## src/hdl/pcf_pkg.sv

```systemverilog
// ============================================================================
// pcf_pkg: presence confidence fusion shared types and constants
// Field types, register indexes, reset values and sequencer codes used by the
// fusion datapath, its bit-serial multiplier and the channel interfaces.
// ============================================================================
`default_nettype none

package pcf_pkg;

   // Field types
   typedef logic [14:0] score_type;
   typedef logic [15:0] weight_type;
   typedef logic [16:0] composite_type;
   typedef logic [1:0]  band_type;
   typedef logic [3:0]  csr_index_type;

   // Multiplier operand is always a 16-bit weight, tilt or alpha
   localparam int MULT_W = 16;
   localparam int CNT_W  = $clog2(MULT_W);
   typedef logic [CNT_W-1:0] bit_cnt_type;
   localparam bit_cnt_type STEP_LAST = bit_cnt_type'(MULT_W - 1);

   // Saturation limit of the raw composite output
   localparam composite_type RAW_MAX = 17'h1FFFF;

   // Configuration register indexes
   localparam csr_index_type CSR_WEIGHT_RADAR   = 4'd0;
   localparam csr_index_type CSR_WEIGHT_DOPPLER = 4'd1;
   localparam csr_index_type CSR_WEIGHT_GAS     = 4'd2;
   localparam csr_index_type CSR_WEIGHT_SOUND   = 4'd3;
   localparam csr_index_type CSR_ALPHA          = 4'd4;
   localparam csr_index_type CSR_BAND_CONFIRMED = 4'd5;
   localparam csr_index_type CSR_BAND_PROBABLE  = 4'd6;
   localparam csr_index_type CSR_BAND_UNCERTAIN = 4'd7;

   // Configuration reset values
   localparam weight_type WEIGHT_RESET    = 16'd16384;
   localparam weight_type ALPHA_RESET     = 16'd19661;
   localparam score_type  CONFIRMED_RESET = 15'd20480;
   localparam score_type  PROBABLE_RESET  = 15'd12800;
   localparam score_type  UNCERTAIN_RESET = 15'd5120;

   // Band codes
   localparam band_type BAND_CLEAR     = 2'd0;
   localparam band_type BAND_UNCERTAIN = 2'd1;
   localparam band_type BAND_PROBABLE  = 2'd2;
   localparam band_type BAND_CONFIRMED = 2'd3;

   // Sequencer states
   typedef enum logic [2:0] {
      ST_IDLE,
      ST_LOAD,
      ST_STEP,
      ST_POST,
      ST_DONE
   } state_type;

   // Product passes, in processing order
   typedef enum logic [2:0] {
      PASS_RADAR,
      PASS_DOPPLER,
      PASS_GAS,
      PASS_SOUND,
      PASS_TILT,
      PASS_BLEND
   } pass_type;

   // Multiplier control from the sequencer
   typedef struct packed {
      logic load;
      logic step;
   } mac_ctl_type;

endpackage

`default_nettype wire

```

## src/hdl/pcf_intf.sv

```systemverilog
// ============================================================================
// pcf channel interfaces
// Valid/ready channels for sensor transactions, fusion results and
// configuration register writes.
// ============================================================================
`default_nettype none

interface pcf_req_if;
   logic                valid;
   logic                ready;
   pcf_pkg::score_type  radar_score;
   logic                doppler_trigger;
   pcf_pkg::score_type  gas_score;
   pcf_pkg::score_type  sound_score;
   pcf_pkg::weight_type tilt_weight;

   modport source (output valid, radar_score, doppler_trigger, gas_score, sound_score,
                   tilt_weight, input ready);
   modport sink (input valid, radar_score, doppler_trigger, gas_score, sound_score,
                 tilt_weight, output ready);
endinterface

interface pcf_rsp_if;
   logic                   valid;
   logic                   ready;
   pcf_pkg::composite_type raw_composite;
   pcf_pkg::score_type     confidence;
   pcf_pkg::band_type      band;

   modport source (output valid, raw_composite, confidence, band, input ready);
   modport sink (input valid, raw_composite, confidence, band, output ready);
endinterface

interface pcf_csr_if;
   logic                   valid;
   logic                   ready;
   pcf_pkg::csr_index_type index;
   logic [15:0]            data;

   modport source (output valid, index, data, input ready);
   modport sink (input valid, index, data, output ready);
endinterface

`default_nettype wire

```

## src/hdl/pcf_serial_mac.sv

```systemverilog
// ============================================================================
// pcf_serial_mac: bit-serial shift-add multiplier
// Consumes one multiplier bit per cycle, LSB first. Each step adds one of two
// addends, chosen by the current bit, and shifts the accumulator right, so
// after 16 steps the accumulator holds (init + sum) >> 16.
// ============================================================================
`default_nettype none

module pcf_serial_mac #(
   parameter int ACC_W = 18
) (
   input  logic                 clock,
   input  pcf_pkg::mac_ctl_type ctl,
   input  logic [ACC_W-1:0]     init_acc,
   input  pcf_pkg::weight_type  init_mult,
   input  logic [ACC_W-1:0]     init_add1,
   input  logic [ACC_W-1:0]     init_add0,
   output logic [ACC_W-1:0]     acc,
   output logic                 lo_bit
);
   import pcf_pkg::*;

   logic [ACC_W-1:0] acc_ff, acc_in;
   logic [ACC_W-1:0] add1_ff, add0_ff;
   weight_type       mult_ff, mult_in;
   logic             lo_ff, lo_in;
   logic [ACC_W:0]   sum;

   // One shift-add step
   always_comb begin
      sum     = {1'b0, acc_ff} + {1'b0, (mult_ff[0] ? add1_ff : add0_ff)};
      acc_in  = acc_ff;
      mult_in = mult_ff;
      lo_in   = lo_ff;
      if (ctl.load) begin
         acc_in  = init_acc;
         mult_in = init_mult;
      end else if (ctl.step) begin
         acc_in  = sum[ACC_W:1];
         mult_in = {1'b0, mult_ff[MULT_W-1:1]};
         lo_in   = sum[0];
      end
   end

   always_ff @(posedge clock) begin
      acc_ff  <= acc_in;
      mult_ff <= mult_in;
      lo_ff   <= lo_in;
      if (ctl.load) begin
         add1_ff <= init_add1;
         add0_ff <= init_add0;
      end
   end

   assign acc    = acc_ff;
   assign lo_bit = lo_ff;

endmodule

`default_nettype wire

```

## src/hdl/presence_confidence_fusion_top.sv

```systemverilog
// One transaction at a time: a new one is taken only after the previous result has been
//   loaded into the result register; six products each sweep 16 multiplier bits
//   through the one bit-serial multiplier.
// Reset (synchronous, active high) restores the configuration defaults,
//   clears the smoothed confidence and drops any pending result.
// ============================================================================
// presence_confidence_fusion_top: sensor presence confidence fusion
// Weighted sum of radar, doppler, gas and sound scores, tilt scaling, IIR
// smoothing, clamping and banding, all products on one serial multiplier.
// ============================================================================
`default_nettype none

module presence_confidence_fusion_top #(
   parameter int FRAC_BITS = 8
) (
   input  logic       clock,
   input  logic       reset,
   pcf_req_if.sink    req_chan,
   pcf_rsp_if.source  rsp_chan,
   pcf_csr_if.sink    csr_chan
);
   import pcf_pkg::*;

   // Widths that follow from the score format
   localparam int DopW      = FRAC_BITS + 7;
   localparam int ScoreMaxW = (DopW > 15) ? DopW : 15;
   localparam int CompW     = ScoreMaxW + 2;
   localparam int OrientW   = CompW + 1;
   localparam int FullInt   = ((100 << FRAC_BITS) > 32767) ? 32767 : (100 << FRAC_BITS);

   localparam logic [DopW-1:0]    DopFull   = DopW'(100 << FRAC_BITS);
   localparam logic [OrientW-1:0] FullWide  = OrientW'(FullInt);
   localparam score_type          FullScore = 15'(FullInt);
   localparam logic [CompW-1:0]   RawMaxW   = CompW'(RAW_MAX);

   // Sequencer outputs
   typedef struct packed {
      logic        req_ready;
      mac_ctl_type mac;
      logic        post;
      logic        out_load;
   } fsm_out_type;

   state_type   state_ff, state_in;
   pass_type    pass_ff, pass_in;
   bit_cnt_type bit_cnt_ff, bit_cnt_in;
   fsm_out_type fsm;

   // Configuration registers
   weight_type w_radar_ff, w_dop_ff, w_gas_ff, w_sound_ff, alpha_ff;
   score_type  thr_conf_ff, thr_prob_ff, thr_unc_ff;

   // Captured transaction
   score_type  radar_ff, gas_ff, sound_ff;
   logic       dop_ff;
   weight_type tilt_ff;

   // Datapath state
   logic [CompW-1:0]   comp_ff, comp_in;
   logic [OrientW-1:0] orient_ff, orient_in;
   score_type          smooth_ff, smooth_in;

   // Multiplier connection
   logic [OrientW-1:0] mac_init_acc, mac_add1, mac_add0, mac_acc;
   weight_type         mac_mult;
   logic               mac_lo;

   // Result register
   logic          rsp_valid_ff, rsp_valid_in;
   composite_type rsp_raw_ff;
   score_type     rsp_conf_ff;
   band_type      rsp_band_ff;
   band_type      band_calc;
   logic          req_acc;

   assign req_acc = req_chan.valid && fsm.req_ready;

   // Next state
   always_comb begin
      state_in = state_ff;
      case (state_ff)
         ST_IDLE: if (req_chan.valid) state_in = ST_LOAD;
         ST_LOAD: state_in = ST_STEP;
         ST_STEP: if (bit_cnt_ff == STEP_LAST) state_in = ST_POST;
         ST_POST: state_in = (pass_ff == PASS_BLEND) ? ST_DONE : ST_LOAD;
         ST_DONE: if (!rsp_valid_ff || rsp_chan.ready) state_in = ST_IDLE;
         default: state_in = ST_IDLE;
      endcase
   end

   // Sequencer outputs; no transaction is taken while in reset
   always_comb begin
      fsm = '0;
      case (state_ff)
         ST_IDLE: fsm.req_ready = !reset;
         ST_LOAD: fsm.mac.load = 1'b1;
         ST_STEP: fsm.mac.step = 1'b1;
         ST_POST: fsm.post = 1'b1;
         ST_DONE: fsm.out_load = !rsp_valid_ff || rsp_chan.ready;
         default: fsm = '0;
      endcase
   end

   // Pass and bit counters
   always_comb begin
      pass_in    = pass_ff;
      bit_cnt_in = bit_cnt_ff;
      if (req_acc) begin
         pass_in = PASS_RADAR;
      end else if (fsm.post && pass_ff != PASS_BLEND) begin
         pass_in = pass_type'(pass_ff + 3'd1);
      end
      if (fsm.mac.load) begin
         bit_cnt_in = '0;
      end else if (fsm.mac.step) begin
         bit_cnt_in = bit_cnt_ff + bit_cnt_type'(1);
      end
   end

   always_ff @(posedge clock) begin
      if (reset) begin
         state_ff   <= ST_IDLE;
         pass_ff    <= PASS_RADAR;
         bit_cnt_ff <= '0;
      end else begin
         state_ff   <= state_in;
         pass_ff    <= pass_in;
         bit_cnt_ff <= bit_cnt_in;
      end
   end

   // Configuration writes; indexes past the list are dropped
   assign csr_chan.ready = !reset;

   always_ff @(posedge clock) begin
      if (reset) begin
         w_radar_ff  <= WEIGHT_RESET;
         w_dop_ff    <= WEIGHT_RESET;
         w_gas_ff    <= WEIGHT_RESET;
         w_sound_ff  <= WEIGHT_RESET;
         alpha_ff    <= ALPHA_RESET;
         thr_conf_ff <= CONFIRMED_RESET;
         thr_prob_ff <= PROBABLE_RESET;
         thr_unc_ff  <= UNCERTAIN_RESET;
      end else if (csr_chan.valid) begin
         case (csr_chan.index)
            CSR_WEIGHT_RADAR:   w_radar_ff  <= csr_chan.data;
            CSR_WEIGHT_DOPPLER: w_dop_ff    <= csr_chan.data;
            CSR_WEIGHT_GAS:     w_gas_ff    <= csr_chan.data;
            CSR_WEIGHT_SOUND:   w_sound_ff  <= csr_chan.data;
            CSR_ALPHA:          alpha_ff    <= csr_chan.data;
            CSR_BAND_CONFIRMED: thr_conf_ff <= csr_chan.data[14:0];
            CSR_BAND_PROBABLE:  thr_prob_ff <= csr_chan.data[14:0];
            CSR_BAND_UNCERTAIN: thr_unc_ff  <= csr_chan.data[14:0];
            default: ;
         endcase
      end
   end

   // Transaction capture
   always_ff @(posedge clock) begin
      if (req_acc) begin
         radar_ff <= req_chan.radar_score;
         dop_ff   <= req_chan.doppler_trigger;
         gas_ff   <= req_chan.gas_score;
         sound_ff <= req_chan.sound_score;
         tilt_ff  <= req_chan.tilt_weight;
      end
   end

   // Operand select per pass. The blend pass computes
   // s + sum(alpha_i ? orient : s) << i, i.e. s*(65536-alpha) + orient*alpha.
   always_comb begin
      mac_init_acc = '0;
      mac_add0     = '0;
      mac_add1     = '0;
      mac_mult     = '0;
      case (pass_ff)
         PASS_RADAR: begin
            mac_mult = w_radar_ff;
            mac_add1 = OrientW'(radar_ff);
         end
         PASS_DOPPLER: begin
            mac_mult = w_dop_ff;
            mac_add1 = dop_ff ? OrientW'(DopFull) : '0;
         end
         PASS_GAS: begin
            mac_mult = w_gas_ff;
            mac_add1 = OrientW'(gas_ff);
         end
         PASS_SOUND: begin
            mac_mult = w_sound_ff;
            mac_add1 = OrientW'(sound_ff);
         end
         PASS_TILT: begin
            mac_mult = tilt_ff;
            mac_add1 = OrientW'(comp_ff);
         end
         PASS_BLEND: begin
            mac_mult     = alpha_ff;
            mac_add1     = orient_ff;
            mac_add0     = OrientW'(smooth_ff);
            mac_init_acc = OrientW'(smooth_ff);
         end
         default: mac_mult = '0;
      endcase
   end

   pcf_serial_mac #(
      .ACC_W (OrientW)
   ) u_mac (
      .clock     (clock),
      .ctl       (fsm.mac),
      .init_acc  (mac_init_acc),
      .init_mult (mac_mult),
      .init_add1 (mac_add1),
      .init_add0 (mac_add0),
      .acc       (mac_acc),
      .lo_bit    (mac_lo)
   );

   // Fold each finished product into the datapath
   always_comb begin
      comp_in   = comp_ff;
      orient_in = orient_ff;
      smooth_in = smooth_ff;
      if (req_acc) begin
         comp_in = '0;
      end else if (fsm.post) begin
         case (pass_ff)
            PASS_TILT:  orient_in = {mac_acc[CompW-1:0], mac_lo};
            PASS_BLEND: smooth_in = (mac_acc > FullWide) ? FullScore : mac_acc[14:0];
            default:    comp_in   = comp_ff + mac_acc[CompW-1:0];
         endcase
      end
   end

   always_ff @(posedge clock) begin
      comp_ff   <= comp_in;
      orient_ff <= orient_in;
      if (reset) begin
         smooth_ff <= '0;
      end else begin
         smooth_ff <= smooth_in;
      end
   end

   // Banding, confirmed first
   always_comb begin
      if (smooth_ff >= thr_conf_ff) begin
         band_calc = BAND_CONFIRMED;
      end else if (smooth_ff >= thr_prob_ff) begin
         band_calc = BAND_PROBABLE;
      end else if (smooth_ff >= thr_unc_ff) begin
         band_calc = BAND_UNCERTAIN;
      end else begin
         band_calc = BAND_CLEAR;
      end
   end

   // Result register
   always_comb begin
      rsp_valid_in = rsp_valid_ff;
      if (fsm.out_load) begin
         rsp_valid_in = 1'b1;
      end else if (rsp_chan.ready) begin
         rsp_valid_in = 1'b0;
      end
   end

   always_ff @(posedge clock) begin
      if (reset) begin
         rsp_valid_ff <= 1'b0;
      end else begin
         rsp_valid_ff <= rsp_valid_in;
      end
      if (fsm.out_load) begin
         rsp_raw_ff  <= (comp_ff > RawMaxW) ? RAW_MAX : comp_ff[16:0];
         rsp_conf_ff <= smooth_ff;
         rsp_band_ff <= band_calc;
      end
   end

   assign req_chan.ready         = fsm.req_ready;
   assign rsp_chan.valid         = rsp_valid_ff;
   assign rsp_chan.raw_composite = rsp_raw_ff;
   assign rsp_chan.confidence    = rsp_conf_ff;
   assign rsp_chan.band          = rsp_band_ff;

endmodule

`default_nettype wire

```

## src/flat_wrapper.sv

```systemverilog
// flat-port wrapper written by rule: the top's interface ports become plain ports
module presence_confidence_fusion_top_flat import pcf_pkg::*;
#(
   parameter int FRAC_BITS = 8
)
  (clock, reset, req_chan_valid, req_chan_radar_score, req_chan_doppler_trigger, req_chan_gas_score, req_chan_sound_score, req_chan_tilt_weight, req_chan_ready, rsp_chan_valid, rsp_chan_raw_composite, rsp_chan_confidence, rsp_chan_band, rsp_chan_ready, csr_chan_valid, csr_chan_index, csr_chan_data, csr_chan_ready);
  pcf_req_if req_chan_i ();
  pcf_rsp_if rsp_chan_i ();
  pcf_csr_if csr_chan_i ();
  input  logic clock;
  input  logic reset;
  input wire logic [$bits(req_chan_i.valid)-1:0] req_chan_valid;
  input wire logic [$bits(req_chan_i.radar_score)-1:0] req_chan_radar_score;
  input wire logic [$bits(req_chan_i.doppler_trigger)-1:0] req_chan_doppler_trigger;
  input wire logic [$bits(req_chan_i.gas_score)-1:0] req_chan_gas_score;
  input wire logic [$bits(req_chan_i.sound_score)-1:0] req_chan_sound_score;
  input wire logic [$bits(req_chan_i.tilt_weight)-1:0] req_chan_tilt_weight;
  output wire logic [$bits(req_chan_i.ready)-1:0] req_chan_ready;
  output wire logic [$bits(rsp_chan_i.valid)-1:0] rsp_chan_valid;
  output wire logic [$bits(rsp_chan_i.raw_composite)-1:0] rsp_chan_raw_composite;
  output wire logic [$bits(rsp_chan_i.confidence)-1:0] rsp_chan_confidence;
  output wire logic [$bits(rsp_chan_i.band)-1:0] rsp_chan_band;
  input wire logic [$bits(rsp_chan_i.ready)-1:0] rsp_chan_ready;
  input wire logic [$bits(csr_chan_i.valid)-1:0] csr_chan_valid;
  input wire logic [$bits(csr_chan_i.index)-1:0] csr_chan_index;
  input wire logic [$bits(csr_chan_i.data)-1:0] csr_chan_data;
  output wire logic [$bits(csr_chan_i.ready)-1:0] csr_chan_ready;
  assign req_chan_i.valid = req_chan_valid;
  assign req_chan_i.radar_score = req_chan_radar_score;
  assign req_chan_i.doppler_trigger = req_chan_doppler_trigger;
  assign req_chan_i.gas_score = req_chan_gas_score;
  assign req_chan_i.sound_score = req_chan_sound_score;
  assign req_chan_i.tilt_weight = req_chan_tilt_weight;
  assign req_chan_ready = req_chan_i.ready;
  assign rsp_chan_valid = rsp_chan_i.valid;
  assign rsp_chan_raw_composite = rsp_chan_i.raw_composite;
  assign rsp_chan_confidence = rsp_chan_i.confidence;
  assign rsp_chan_band = rsp_chan_i.band;
  assign rsp_chan_i.ready = rsp_chan_ready;
  assign csr_chan_i.valid = csr_chan_valid;
  assign csr_chan_i.index = csr_chan_index;
  assign csr_chan_i.data = csr_chan_data;
  assign csr_chan_ready = csr_chan_i.ready;
  presence_confidence_fusion_top #(.FRAC_BITS(FRAC_BITS)) u_core (.clock(clock), .reset(reset), .req_chan(req_chan_i), .rsp_chan(rsp_chan_i), .csr_chan(csr_chan_i));
endmodule
```

## config.mk

```make
export PLATFORM = sky130hd
export DESIGN_NAME = presence_confidence_fusion_top_flat
export DESIGN_NICKNAME = d
export VERILOG_FILES = /design/src/hdl/pcf_pkg.sv /design/src/hdl/pcf_intf.sv /design/src/hdl/pcf_serial_mac.sv /design/src/hdl/presence_confidence_fusion_top.sv /design/src/flat_wrapper.sv
export SDC_FILE = /design/constraint.sdc
export NUM_CORES = 1
export LEC_CHECK = 0
export BUFFER_PORTS_ARGS = -buffer_cell sky130_fd_sc_hd__buf_4
export CORE_UTILIZATION = 54
export CTS_CLUSTER_DIAMETER = 50
export DETAILED_ROUTE_END_ITERATION = 16
export GPL_TIMING_DRIVEN = 0
export PLACE_DENSITY = 0.78
export SYNTH_ARGS = -nofsm -noshare
export SYNTH_HDL_FRONTEND = slang
export SYNTH_SLANG_ARGS = --single-unit
```

## constraint.sdc

```tcl
create_clock -name clock -period 5.35 [get_ports clock]
set_input_delay 1.07 -clock clock [delete_from_list [all_inputs] [get_ports clock]]
set_output_delay 1.07 -clock clock [all_outputs]
set_load 0.1 [all_outputs]
```

==> results of run 1 <==
==> power by group through the flow <==
| stage | combinational, mW | clock [mW] | sequential (mW) |
|---|---|---|---|
| after floorplan | 0.800 | 0 | 3.15 |
| final | 1.12 | 2.84 | 3.16 |
| after detailed placement | 1.09 | 0 | 3.21 |
| after global placement | 1.06 | 0 | 3.22 |
| after CTS | 1.10 | 2.86 | 3.16 |
| after global routing | 1.23 | 2.98 | 3.17 |
==> cell usage after synthesis, drive strengths merged, types with 19 or more instances <==
| master | instances | share of area (%) |
|---|---|---|
| nand2 | 319 | 7.5 |
| edfxtp | 182 | 34 |
| dfxtp | 168 | 21 |
| a21oi | 158 | 4.9 |
| clkbuf | 92 | 2.2 |
| ha | 85 | 6.6 |
| inv | 62 | 1.5 |
| nor2 | 57 | 1.3 |
| a22oi | 46 | 2.2 |
| o21ai | 43 | 1.3 |
| mux2 | 34 | 2.4 |
| nand3 | 29 | 0.90 |
| a21o | 27 | 1.3 |
| buf | 23 | 0.90 |
| a222oi | 22 | 1.4 |
| and3 | 19 | 0.74 |
==> area by class of cell <==
| type | instances | area (um2) | area share [%] |
|---|---|---|---|
| buffer | 115 | 502 | 2.66 |
| clock buffer | 60 | 1250 | 6.65 |
| clock inverter | 16 | 151 | 0.804 |
| inverter | 62 | 233 | 1.24 |
| multi-input combinational | 1044 | 6510 | 34.6 |
| sequential | 350 | 8830 | 46.9 |
| tap | 384 | 480 | 2.55 |
| timing repair buffer | 112 | 881 | 4.68 |
==> layer usage <==
metal | global-route usage, % | vias to the layer above | routed length (um)
met3 | 4.70 | 116 | 3860
li1 | - | 5940 | -
met4 | 12.0 | 0 | 1660
met2 | 46.4 | 618 | 20800
met5 | 0 | - | 0
met1 | 41.2 | 6195 | 19200
==> worst min-delay path, delay by kind of cell, from the launching register on <==
kind,cells,cell delay (ns)
compound gates,1,0.05
flops,1,0.30
simple gates,1,0.05
==> worst paths after layout <==
kind	endpoint	slack (ns)	depth (start not counted)
min	u_core.w_dop_ff[13]$_SDFFE_PP0P_	0.45	2
max reg2reg	u_core.u_mac.acc[17]$_SDFFCE_PP0P_	1.58	11
max	u_core.u_mac.acc[17]$_SDFFCE_PP0P_	1.58	11
min reg2reg	u_core.w_dop_ff[13]$_SDFFE_PP0P_	0.45	2
==> registers in the layout, indices dropped and copies added, names as in the netlist, 16 cells and up <==
name and flops:
u_core.rsp_chan.raw_composite 17, u_core.comp_ff 17, u_core.w_dop_ff 16, u_core.orient_ff 18, u_core.alpha_ff 16, u_core.w_sound_ff 16, u_core.w_radar_ff 16, u_core.u_mac.acc 18
u_core.u_mac.add1_ff 18, u_core.w_gas_ff 16, u_core.tilt_ff 16, u_core.u_mac.mult_ff 16
==> metrics by stage <==
| stage | area (um2) | hold WS (ns) |
|---|---|---|
| floorplan | 16100 | 0.400 |
| global placement | 17400 | 0.438 |
| detailed placement | 17400 | 0.405 |
| CTS | 18800 | 0.450 |
| global route | 18800 | 0.462 |
| finish | 18800 | 0.453 |
==> cells by family after synthesis <==
logic type	Yosys count	share of synthesized area, %
and+or+nand+nor	505	13.8
AOI/OAI and AO/OA	382	15.3
DFF	350	55.0
buffers and inverters	177	4.55
adders and majority gates	87	6.88
muxes	41	2.82
xor gates and xnor gates	29	1.58
==> summary.md, run 1 <==
| Metric | Value |
|---|---|
| Critical Path Slowest Stage Cell | `fa_1` |
| Synthesized Nets | `1745` |
| Setup violations, final | `0` |
| Sequential share of power | `44.4%` |
| TritonCTS Buffers | `41` |
| Cell Area, Synth | `16000 um2` |
| Global Route Usage Sum | `29.7%` |
| Largest net degree at the start of global routing | `72` |
| Die width | `174 um` |
| Vias per cell | `6.01` |
| Iter 0 DRT Violations | `1471` |
| Slew Viols, Final | `0` |
| Share of cells above drive strength 1 | `14.6%` |
| CP required | `5.62 ns` |
| Overall power | `7.13 mW` |
| Die Ht | `174 um` |
| Post-synth cell types | `64` |
| Worst Setup Start Kind | `flop` |
| Detailed-route wire length per cell | `21.2 um` |
| Initial Utilization | `55.4%` |
| Port-buffer cells | `108` |
| Buf/Inv on CP | `1` |
| Final core utilization | `65.1%` |
| Post-synth EDFFs | `182` |
| Min-delay worst type | `reg -> reg` |
| Vias in the first global route | `12200` |
| Crit path from | `u_core.u_mac.mult_ff[0]$_DFFE_PP_` |
| Register area share after synthesis | `55.0%` |
| P_sw | `1.92 mW` |
| Pwr Density | `378 nW/um2` |
| CTS Hold Bufs | `0` |
| Routed Wire Length | `45.5 mm` |
| Critical path type | `reg -> reg` |
| H-Tree Depth | `2` |
| CP Capture Type | `flop` |
| Non-filler instance count after layout | `2143` |
| TNS Setup | `0 ns` |
| Clk slew on worst S/H paths | `0.06 ns` |
| Syn_area_per_cell | `10.2 um2` |
| Hold_sp | `u_core.w_dop_ff[13]$_SDFFE_PP0P_` |
| Switching Fraction | `27.0%` |
| RSZ-0062 raised after global routing | `false` |
| Tmin final | `3.77 ns` |
| Top Ports | `124` |
| Final worst setup slack | `1.58 ns` |
| Layout Nets | `1900` |
| VDD IR max | `302 uV` |
| Clock insertion delay at the later pin of the skew report | `0.54 ns` |
| Drt pass-1 iters | `9` |
| Filler Cell Count | `2294` |
| Crit-path most repeated cell | `o21ai_0` |
| P_int | `5.20 mW` |
| Cts repair resizes | `0` |
| Initial antenna violation count | `1` |
| Crit-path max cell delay | `0.42 ns` |
| Slew headroom | `17.1%` |
| Detail Route Antenna Nets | `0` |
| Clk pwr share | `39.9%` |
| CP Max Fanout | `9` |
| P_leak | `7.14 nW` |
| Gp weighted congestion | `0.989` |
| Tcrit/Tclk final | `70.4%` |
| Post-synthesis register bit count | `350` |
| Commonest non-fill, non-tap cell in the layout | `nand2_1` |
| Synth warnings | `0` |
| First-pass GRT wire length | `69.4 mm` |
| Placed cells | `2066` |
| Top_reg_cell synth | `edfxtp_1` |
| P&R area growth vs syn | `17.4%` |
| Core Footprint | `28900 um2` |
| Reg-to-reg startpoint | `u_core.u_mac.mult_ff[0]$_DFFE_PP_` |
| Cells after Synth | `1571` |
| Buffer depth of the longest clock path | `3` |
| Final Hold Vio Count | `0` |
| CTS Root Cell | `clkbuf_16` |
| Max-Cap Viols | `0` |
| Worst Tran Pin Value | `1.24 ns` |
| Synth async-reset ratio | `0%` |
| Clock Sinks | `350` |
| Num rows | `62` |
| Final Skew | `0.0204 ns` |
| Die area | `30400 um2` |
| Most frequent cells in the layout | `nand2_1 (319), edfxtp_1 (182), dfxtp_1 (168), a21oi_1 (158), buf_4 (119)` |
| Detailed placement HPWL | `32.8 mm` |
| CTS tree | `yes` |
| Worst Path Arrival | `4.04 ns` |
| Grt total ovfl | `0` |
| Dpl ws | `1.70 ns` |
| Combinational power share | `15.7%` |
| Status | `complete, no violations` |
| Post-route DRC | `0` |
| CP delay by family, top | `compound AO/OA/AOI/OAI gates` |
| Vias | `12900` |
| CP Cell Sequence | `clkbuf_1, mux2_2, ha_1, fa_1, a21o_1, a21oi_1, o21ai_0, a311oi_1, o21ai_0, a211oi_1, nor2_1` |
| Fmax | `0.265 GHz` |
| Diode count | `0` |
| Post-CTS setup buffer count | `0` |
Power figures use the tool's default switching activity.
==> run 2, diff against run 1 <==
- clock period: 5.35 -> 3.7 ns (I/O delays scaled with it)
==> summary.md, run 2 (synthesis results as in run 1) <==
| Metric | Value |
|---|---|
| Detail Route Antenna Nets | `0 (unchanged)` |
| Sequential share of power | `45.3% (was 44.4%)` |
| P_leak | `7.11 nW (was 7.14 nW)` |
| Gp weighted congestion | `0.954 (was 0.989)` |
| Overall power | `10.1 mW (was 7.13 mW)` |
| Placed cells | `2067 (was 2066)` |
| Detailed placement HPWL | `32.8 mm (about the same)` |
| First-pass GRT wire length | `68.9 mm (was 69.4 mm)` |
| Core Footprint | `28900 um2 (unchanged)` |
| Pwr Density | `537 nW/um2 (was 378 nW/um2)` |
| Vias in the first global route | `12200 (about the same)` |
| Buffer depth of the longest clock path | `3 (unchanged)` |
| Detailed-route wire length per cell | `21.2 um (about the same)` |
| Setup violations, final | `0 (unchanged)` |
| Critical path type | `reg -> reg (unchanged)` |
| P_int | `7.37 mW (was 5.20 mW)` |
| Status | `complete, no violations (unchanged)` |
| Top Ports | `124 (unchanged)` |
| Port-buffer cells | `108 (unchanged)` |
| Clock insertion delay at the later pin of the skew report | `0.54 ns (about the same)` |
| H-Tree Depth | `2 (unchanged)` |
| Final Skew | `0.0214 ns (was 0.0204 ns)` |
| Layout Nets | `1900 (unchanged)` |
| Grt total ovfl | `0 (unchanged)` |
| Iter 0 DRT Violations | `1634 (was 1471)` |
| Switching Fraction | `26.9% (was 27.0%)` |
| Post-route DRC | `0 (unchanged)` |
| CTS Root Cell | `clkbuf_16 (unchanged)` |
| Global Route Usage Sum | `29.6% (was 29.7%)` |
| Commonest non-fill, non-tap cell in the layout | `nand2_1 (unchanged)` |
| Most frequent cells in the layout | `nand2_1 (319), edfxtp_1 (182), dfxtp_1 (168), a21oi_1 (158), buf_4 (119) (unchanged)` |
| Reg2reg end | `u_core.u_mac.acc[17]$_SDFFCE_PP0P_ (unchanged)` |
| Die area | `30400 um2 (unchanged)` |
| RSZ-0062 raised after global routing | `false (unchanged)` |
| Combinational power share | `16.1% (was 15.7%)` |
| Clk pwr share | `38.6% (was 39.9%)` |
| Slew headroom | `21.3% (was 17.1%)` |
| VDD IR max | `440 uV (was 302 uV)` |
| Worst Path Arrival | `3.63 ns (was 4.04 ns)` |
| Initial Utilization | `55.4% (unchanged)` |
| Hold Path Depth | `1 (was 2)` |
| P_sw | `2.71 mW (was 1.92 mW)` |
| Largest net degree at the start of global routing | `47 (was 72)` |
| Worst Setup Start Kind | `flop (unchanged)` |
| CP Max Fanout | `4 (was 9)` |
| Final core utilization | `64.9% (was 65.1%)` |
| Cts repair resizes | `0 (unchanged)` |
| Die Ht | `174 um (unchanged)` |
| Drt pass-1 iters | `6 (was 9)` |
| Max-Cap Viols | `0 (unchanged)` |
| Worst Tran Pin Value | `1.18 ns (was 1.24 ns)` |
| TritonCTS Buffers | `39 (was 41)` |
| Final Hold Vio Count | `0 (unchanged)` |
| Fmax | `0.298 GHz (was 0.265 GHz)` |
| Tcrit/Tclk final | `90.7% (was 70.4%)` |
| Reg-to-reg startpoint | `u_core.u_mac.mult_ff[0]$_DFFE_PP_ (unchanged)` |
| Num rows | `62 (unchanged)` |
| Vias | `12800 (was 12900)` |
| Vias per cell | `5.99 (was 6.01)` |
| Min-delay worst type | `in -> reg (was reg -> reg)` |
| Share of cells above drive strength 1 | `14.3% (was 14.6%)` |
| CP required | `3.98 ns (was 5.62 ns)` |
| Filler Cell Count | `2308 (was 2294)` |
| CP Capture Type | `flop (unchanged)` |
| P&R area growth vs syn | `17.1% (was 17.4%)` |
| Hold_sp | `req_chan_tilt_weight[15] (was u_core.w_dop_ff[13]$_SDFFE_PP0P_)` |
| FF-to-FF path depth | `10 (was 11)` |
| CTS tree | `yes (unchanged)` |
| Non-filler instance count after layout | `2140 (was 2143)` |
| TNS Setup | `0 ns (unchanged)` |
| Clk slew on worst S/H paths | `0.06 ns (about the same)` |
| Clock Sinks | `350 (unchanged)` |
| Tmin final | `3.36 ns (was 3.77 ns)` |
| Slew Viols, Final | `0 (unchanged)` |
| Routed Wire Length | `45.3 mm (was 45.5 mm)` |
| Initial antenna violation count | `2 (was 1)` |
| R2r setup slk | `0.34 ns (was 1.58 ns)` |
| Hold Path End | `u_core.tilt_ff[15]$_DFFE_PP_ (was u_core.w_dop_ff[13]$_SDFFE_PP0P_)` |
| Die width | `174 um (unchanged)` |
| Diode count | `0 (unchanged)` |
[run 2: power groups by stage]
| stage | combinational, mW | clock (mW) | sequential [mW] |
|---|---|---|---|
| floorplan | 1.16 | 0 | 4.55 |
| global placement | 1.53 | 0 | 4.65 |
| detailed placement | 1.56 | 0 | 4.65 |
| CTS | 1.57 | 3.92 | 4.57 |
| global route | 1.77 | 4.09 | 4.58 |
| finish | 1.62 | 3.89 | 4.57 |
[run 2: per-stage QoR]
| step | worst slack (ns) | cell area (um2) | hold slack (ns) |
|---|---|---|---|
| 6_report | 0.344 | 18800 | 0.377 |
| 3_5_place_dp | 0.000369 | 17400 | 0.416 |
| 2_1_floorplan | 0.0292 | 16100 | 0.400 |
| 3_3_place_gp | 0.0170 | 17400 | 0.412 |
| 5_1_grt | 0.104 | 18800 | 0.371 |
| 4_1_cts | 0.168 | 18800 | 0.370 |
[run 2: worst max-delay path, stage by stage, from the launching register on]
cell	delay (ns)
edfxtp_1	0.41
mux2_2	0.35
ha_1	0.22
fa_1	0.42
a21o_1	0.20
a21oi_1	0.27
o21ai_0	0.31
a311oi_1	0.40
o21ai_0	0.21
a211oi_1	0.26
nor2_1	0.07
[run 2: cell type report]
type                    instances  area, um2  share of cell area [%]
plain buffers                 114        495                    2.64
clock buffers                  61       1210                    6.47
clock inverters                10       91.3                   0.486
inverters                      62        233                    1.24
multi-input cells            1044       6520                    34.7
flip-flops and latches        350       8830                    47.0
well taps                     384        480                    2.56
repair buffers                115        928                    4.94
[run 2: worst max path at each step]
stage	startpoint	endpoint	slack, ns	cells past startpoint
global route	u_core.u_mac.mult_ff[0]$_DFFE_PP_	u_core.u_mac.acc[14]$_DFFE_PP_	0.10	10
finish	u_core.u_mac.mult_ff[0]$_DFFE_PP_	u_core.u_mac.acc[17]$_SDFFCE_PP0P_	0.34	10
global placement	u_core.state_ff[0]$_SDFFE_PP0P_	u_core.u_mac.mult_ff[13]$_DFFE_PP_	0.02	6
detailed placement	u_core.u_mac.mult_ff[0]$_DFFE_PP_	u_core.u_mac.acc[17]$_SDFFCE_PP0P_	0.0004	11
floorplan	reset	u_core.dop_ff$_DFFE_PP_	0.03	4
CTS	u_core.u_mac.mult_ff[0]$_DFFE_PP_	u_core.u_mac.acc[17]$_SDFFCE_PP0P_	0.17	10
[run 2: layer usage]
metal | GRT usage, % | vias to the layer above | routed length [um]
met4 | 12.9 | 0 | 1800
li1 | - | 5942 | -
met2 | 46.5 | 594 | 20600
met1 | 41.1 | 6167 | 19000
met3 | 3.96 | 113 | 3830
met5 | 0 | - | 0
[run 2: what timing repair did]
action,in CTS,in global routing
pin swaps,0,0
hold buffers,0,0
setup endpoints to repair,1,3
buffers inserted,0,3
endpoints found under the hold margin,0,0
